File: src/design/ffha_pkg.sv
// Shared types, constants and helpers for the first-fit heap allocator
package ffha_pkg;

  localparam int MaxBlocks   = 64;
  localparam int HeaderBytes = 12;
  localparam int IdxW        = $clog2(MaxBlocks);
  localparam int CntW        = $clog2(MaxBlocks + 1);

  typedef enum logic [1:0] {
    FUNC_ALLOC = 2'd0,
    FUNC_FREE  = 2'd1,
    FUNC_INIT  = 2'd2,
    FUNC_NONE  = 2'd3
  } func_t;

  typedef enum logic [1:0] {
    ST_OK      = 2'd0,
    ST_NOMEM   = 2'd1,
    ST_BADPTR  = 2'd2,
    ST_SPARE   = 2'd3
  } status_t;

  typedef enum logic [1:0] {
    CMD_HOLD  = 2'd0,
    CMD_LEFT  = 2'd1,
    CMD_RIGHT = 2'd2,
    CMD_SET   = 2'd3
  } cell_cmd_t;

  typedef enum logic [1:0] {
    S_IDLE  = 2'd0,
    S_EXEC  = 2'd1,
    S_MERGE = 2'd2,
    S_DONE  = 2'd3
  } fsm_t;

  typedef struct packed {
    logic [31:0] start;
    logic [31:0] size;
    logic        free;
  } ent_t;

  typedef struct packed {
    logic            found;
    logic [IdxW-1:0] idx;
  } pick_t;

  function automatic pick_t first_set(input logic [MaxBlocks-1:0] v);
    pick_t p;
    p.found = 1'b0;
    p.idx   = '0;
    for (int j = MaxBlocks - 1; j >= 0; j--) begin
      if (v[j]) begin
        p.found = 1'b1;
        p.idx   = IdxW'(j);
      end
    end
    return p;
  endfunction

endpackage

File: src/design/ffha_cell.sv
// One table entry of the block chain: holds a block and shifts with its neighbours
module ffha_cell (
  input  logic              clk,
  input  ffha_pkg::cell_cmd_t cmd,
  input  ffha_pkg::ent_t    left_i,
  input  ffha_pkg::ent_t    right_i,
  input  ffha_pkg::ent_t    set_i,
  input  logic              valid_i,
  input  logic [32:0]       need_i,
  input  logic [31:0]       ptr_i,
  output ffha_pkg::ent_t    ent_o,
  output logic              fit_o,
  output logic              hit_o
);
  import ffha_pkg::*;

  ent_t ent_r, ent_nxt;

  always_comb begin
    unique case (cmd)
      CMD_HOLD:  ent_nxt = ent_r;
      CMD_LEFT:  ent_nxt = left_i;
      CMD_RIGHT: ent_nxt = right_i;
      CMD_SET:   ent_nxt = set_i;
      default:   ent_nxt = ent_r;
    endcase
  end

  always_ff @(posedge clk) begin
    ent_r <= ent_nxt;
  end

  assign ent_o = ent_r;
  assign fit_o = valid_i && ent_r.free && ({1'b0, ent_r.size} >= need_i);
  assign hit_o = valid_i && ((ent_r.start + 32'(HeaderBytes)) == ptr_i);

endmodule

File: config.mk
export PLATFORM = sky130hd
export DESIGN_NAME = ffha_cell
export DESIGN_NICKNAME = d
export VERILOG_FILES = /design/src/design/ffha_pkg.sv /design/src/design/ffha_cell.sv
export SDC_FILE = /design/constraint.sdc
export NUM_CORES = 1
export LEC_CHECK = 0
export BUFFER_PORTS_ARGS = -buffer_cell sky130_fd_sc_hd__clkbuf_2
export CORE_AREA = 2 2 129 131
export DETAILED_ROUTE_END_ITERATION = 7
export DIE_AREA = 0 0 131 133
export GPL_TIMING_DRIVEN = 0
export PLACE_DENSITY = 0.62
export SLEW_MARGIN = 20
export SYNTH_ARGS = -nofsm -noshare
export SYNTH_HDL_FRONTEND = slang
export SYNTH_SLANG_ARGS = --single-unit
File: constraint.sdc
create_clock -name clk -period 3.4 [get_ports clk]
set_input_delay 0.17 -clock clk [delete_from_list [all_inputs] [get_ports clk]]
set_output_delay 0.17 -clock clk [all_outputs]
set_load 0.02 [all_outputs]
==> flow_summary.yaml, run 1 <==
sta:
  fin_setup_tns_ns: 0
  hold_viol_final: 0
  whs_ns: 0.154
  period_share_pct: 94.6
  rsz0062_at_grt: "no"
  relSlewSlack_pct: 29.6
  drv_slew: 0
  tightest_slew_ns: 1.06
  period_needed_ns: 3.22
  layout_setup_ws_ns: 0.182
  fmax_mhz: 311
  setup_viol: 0
global_routing:
  antenna_found_initial: 1
  grt_pass1_vias: 5382
  overflow: 0
  grt_pass1_wl_mm: 29.9
  grtUsageTotal_pct: 23.5
  grt_start_max_net_pins: 47
die:
  io_pins: 331
  fp.dieH_um: 133
  core_area_mm2: 0.0162
  row_count: 47
  initial_utilization_pct: 32.0
  fp.dieArea_mm2: 0.0174
  die_x_um: 131
synthesis:
  synth_top_family_by_area: "compound AO/OA/AOI/OAI gates"
  synth_fp_nets: 844
  syn_inst: 547
  synth_compound_area_share_pct: 14.9
  syn_area_mm2: 0.00517
  synthSimpleGateAreaFrac_pct: 14.3
  synth_ff_type: "edfxtp_1"
  synthTopCellsByCount: "a21oi_1 (81), nor2_1 (77), mux2i_1 (69)"
  synth_edf_count: 65
  synth.avg_cell_area_um2: 9.45
  synth.most_common_cell: "a21oi_1"
  async_reset_ff_share_pct: 0
  yosysTopAreaCell: "edfxtp_1"
  synth-seq-area-share_pct: 37.8
  synthTopCellsByArea: "edfxtp_1 (38%), mux2i_1 (13%), ha_1 (8.0%)"
  synth_xor_area_share_pct: 6.78
  synth.ff_latch_count: 65
  synth_top_area_share_pct: 37.8
  synthAdderAreaFrac_pct: 7.99
  synth_mux_area_share_pct: 13.4
  ys_warn_count: 0
  synthDistinctLibCells: 56
setup_path:
  crit_end: "hit_o"
  cp-startpoint: "ent_o[35]"
  arrival_ns: 3.05
  critPathLaunchType: "flip-flop"
  crit_type: "flip-flop to output pin"
  endpoint_kind: "output pin"
  crit_path_max_fanout: 2
  crit_required_ns: 3.23
placement:
  io_buffers: 328
  pre_cts_ws_ns: 0.150
  place.gp.congestion: 0.856
  dp_hpwl_mm: 16.7
  place_area_mm2: 0.00712
detailed_routing:
  wl_per_cell_um: 18.5
  viasPerCell: 4.89
  via_count: 5455
  routed_wirelength_mm: 20.7
  drc: 0
  first_pass_iters: 5
  drt_iter0_drc: 343
  postRouteAntennaNets: 0
layout:
  drive_gt1_share_pct: 40.4
  area_growth_pct: 43.6
  nFillCells: 1608
  finalInstanceArea_mm2: 0.00742
  diodes: 0
  nets: 1188
  fin_util_pct: 45.9
  largest_reg_flops: 65
hold_path:
  hp-class: "primary input to flip-flop"
cts:
  tritoncts: "yes"
  htreeDepth: 3
  clockBufferDepth: 2
  ctsHoldBuffers: 0
  root_buffer: "clkbuf_16"
  numCtsBuffers: 9
  cts.sinks: 65
  cts.clk_slew.worst_paths_ns: 0.05
pwr:
  vdd_drop_max_v: 0.000206
  powerDensity_mw_per_mm2: 382
  leakagePower_nw: 3.74
outcome:
  status: "finished clean"
flow_run:
  maxCapViolCount: 0
## cell families after synthesis
| kind of cell | count (synthesis) |
|---|---|
| and+or+nand+nor | 144 |
| buffers and inverters | 65 |
| adders and majority gates | 33 |
| xor gates and xnor gates | 40 |
| AOI/OAI and AO/OA | 131 |
| DFF | 65 |
| muxes | 69 |
## how the worst min path moves through the flow
| stage | from | endpoint | cells past startpoint |
|---|---|---|---|
| after CTS | left_i[15] | ent_o[15] | 3 |
| final | left_i[8] | ent_o[8] | 3 |
| after floorplan | left_i[0] | ent_o[0] | 2 |
| after global routing | left_i[60] | ent_o[60] | 3 |
| after detailed placement | left_i[15] | ent_o[15] | 3 |
| after global placement | left_i[43] | ent_o[43] | 3 |
## what timing repair did
| action | in CTS | in global routing |
|---|---|---|
| pin swaps | 0 | 1 |
| endpoints found under the setup margin | 1 | 1 |
| resized for setup | 2 | 4 |
| setup buffers | 2 | 2 |
## layout make-up
cell class / count / area (µm²) / share of cell area (%)
plain buffers: 25 / 104 / 1.40
clock buffers: 11 / 233 / 3.13
clock inverters: 5 / 22.5 / 0.303
inverters: 40 / 150 / 2.02
multi-input cells: 417 / 2990 / 40.3
flip-flops and latches: 65 / 1950 / 26.3
well taps: 220 / 275 / 3.71
repair buffers: 333 / 1700 / 22.9
## metrics by stage
stage / power, mW / instances
floorplan: 1.60 / 547
global placement: 2.00 / 1095
detailed placement: 2.02 / 1096
CTS: 2.85 / 1114
global route: 2.99 / 1116
finish: 2.83 / 1116
## metal layers
layer | up-vias | track usage [%] | share of wire, %
li1 | 2696 | - | -
met1 | 2439 | 29.1 | 41
met2 | 275 | 38.9 | 48
met3 | 45 | 5.42 | 8.0
met4 | 0 | 9.75 | 3.5
met5 | - | 0 | 0
## critical path, stage by stage (launching register included)
cell,delay [ns]
edfxtp_1,0.43
inv_1,0.10
ha_2,0.27
xor2_1,0.15
nand2_1,0.06
or4_1,0.51
a2111oi_2,0.42
o2111ai_1,0.20
nor4_2,0.20
o2111a_1,0.22
clkbuf_2,0.16
## report_power, final
group | internal (mW) | total, mW | switching, mW
combinational | 0.394 | 0.903 | 0.509
clock | 0.484 | 0.820 | 0.335
sequential | 1.00 | 1.11 | 0.110
total | 1.88 | 2.83 | 0.955
## cells in the final DEF, fill, tap and decap left out, types with 2 or more instances in the layout
cell,instances
nand4_1,10
nand3_1,8
o2111ai_1,3
o31ai_1,2
nand2_1,11
mux2i_1,69
clkinv_1,2
inv_1,40
nor2b_1,5
clkbuf_16,9
buf_4,4
nor3_1,3
a21oi_1,81
clkinv_2,3
and3_1,2
xnor2_1,22
a211oi_1,2
nor4_1,6
or3_1,2
o311ai_0,3
clkbuf_1,22
clkbuf_2,329
ha_1,32
buf_1,2
edfxtp_1,65
a31oi_1,3
a2111oi_2,2
nor2_1,77
xor2_1,17
o21ai_0,10
and4_1,3
a21o_1,14
Note: power is estimated with default switching activity, not from simulation.
==> run 2, diff against run 1 <==
==> constraint.sdc (replaced) <==
create_clock -name clk -period 3.25 [get_ports clk]
set_input_delay 0.1625 -clock clk [delete_from_list [all_inputs] [get_ports clk]]
set_output_delay 0.1625 -clock clk [all_outputs]
set_load 0.02 [all_outputs]
==> flow_summary.yaml, run 2 (synthesis gave the netlist of run 1 again) <==
outcome:
  status: "finished clean"
flow_run:
  maxCapViolCount: 0
setup_path:
  arrival_ns: 3.04
  crit_required_ns: 3.09
  critPathLaunchType: "flip-flop"
  crit_path_max_fanout: 2
  crit_type: "flip-flop to output pin"
  endpoint_kind: "output pin"
cts:
  tritoncts: "yes"
  clockBufferDepth: 2
  htreeDepth: 3
  numCtsBuffers: 9
  root_buffer: "clkbuf_16"
  cts.clk_slew.worst_paths_ns: 0.05
  ctsHoldBuffers: 0
  cts.sinks: 65
die:
  fp.dieArea_mm2: 0.0174
  row_count: 47
  io_pins: 331
  core_area_mm2: 0.0162
  fp.dieH_um: 133
  die_x_um: 131
  initial_utilization_pct: 32.0
layout:
  finalInstanceArea_mm2: 0.00767
  final_common_cell: "clkbuf_2"
  drive_gt1_share_pct: 42.6
  area_growth_pct: 48.3
  diodes: 0
  nets: 1206
  nFillCells: 1596
  most-common-layout-cells: "clkbuf_2 (328), a21oi_1 (81), nor2_1 (76)"
  largest_reg_flops: 65
pwr:
  pwr-share-seq_pct: 38.3
  p_comb_share_pct: 33.5
  internal_power_mw: 2.01
  leakagePower_nw: 3.83
  powerDensity_mw_per_mm2: 396
  sw_frac_of_total_pct: 34.0
  p_clk_share_pct: 28.2
  switchingPower_mw: 1.03
  vdd_drop_max_v: 0.000215
global_routing:
  grtUsageTotal_pct: 23.5
  grt_start_max_net_pins: 47
  grt_pass1_vias: 5403
  overflow: 0
  grt_pass1_wl_mm: 30.0
  antenna_found_initial: 1
sta:
  period_needed_ns: 3.21
  tightest_slew_ns: 1.05
  rsz0062_at_grt: "yes"
  fin_setup_tns_ns: 0
  drv_slew: 0
  fmax_mhz: 312
  period_share_pct: 98.6
  relSlewSlack_pct: 29.8
  hold_viol_final: 0
  setup_viol: 0
detailed_routing:
  drc: 0
  first_pass_iters: 5
  viasPerCell: 4.93
  postRouteAntennaNets: 0
  routed_wirelength_mm: 21.3
  wl_per_cell_um: 18.8
  via_count: 5595
  drt_iter0_drc: 333
hold_path:
  hp-class: "primary input to flip-flop"
placement:
  dp_hpwl_mm: 16.7
  place_area_mm2: 0.00712
  place.gp.congestion: 0.856
  io_buffers: 328
==> run 2: changes by cell type in the layout (fill, tap and decap cells not counted), sizes merged <==
cell	delta
buf	+19
clkbuf	-1
==> run 2: path summary, 6_finish.rpt <==
| check | startpoint | to | slack (ns) | cells after the start |
|---|---|---|---|---|
| worst max-delay path | ent_o[35] | hit_o | 0.04 | 10 |
| worst min-delay path | left_i[8] | ent_o[8] | 0.15 | 3 |
==> run 2: per-stage QoR <==
step                      setup WS (ns)  instances  power [mW]  hold slack, ns  utilization (%)
after detailed placement        0.00748       1096        2.11           0.487             44.0
after CTS                        0.0399       1116        2.99           0.128             45.9
after global placement           -0.448       1095        2.10           0.483             43.8
after floorplan                   0.321        547        1.67           0.388                -
after global routing            -0.0551       1134        3.20           0.145             47.4
final                            0.0444       1134        3.04           0.145             47.4
==> run 2: layer usage <==
layer / global-route usage (%) / share of wire (%)
met1: 29.1 / 40
met2: 38.8 / 48
met3: 5.50 / 8.1
met4: 10.3 / 3.8
met5: 0 / 0
==> run 2: layout make-up <==
type,count,area (µm²),share of cell area (%)
sequential,65,1950,25.5
buffer,25,104,1.35
tap,220,275,3.59
clock inverter,5,22.5,0.294
timing repair buffer,351,1850,24.1
multi-input combinational,417,3080,40.2
inverter,40,150,1.96
clock buffer,11,233,3.04
==> run 2: what timing repair did <==
item / CTS / global route
resized for setup: 5 / 22
pin swaps: 1 / 6
endpoints found under the setup margin: 1 / 1
buffers inserted: 4 / 18
==> run 2: power by group through the flow <==
stage / registers (mW) / logic, mW / clock network [mW]
finish: 1.16 / 1.02 / 0.858
global route: 1.17 / 1.11 / 0.919
CTS: 1.16 / 0.950 / 0.883
detailed placement: 1.18 / 0.926 / 0
global placement: 1.18 / 0.915 / 0
floorplan: 1.27 / 0.408 / 0
==> run 2: critical path, stage by stage (launching register included) <==
cell and delay (ns):
edfxtp_1 0.45, inv_2 0.09, ha_2 0.27, xor2_1 0.16, nand2_1 0.07, or4_4 0.44, a2111oi_4 0.41, o2111ai_2 0.19
nor4_2 0.27, o2111a_1 0.24, buf_6 0.12
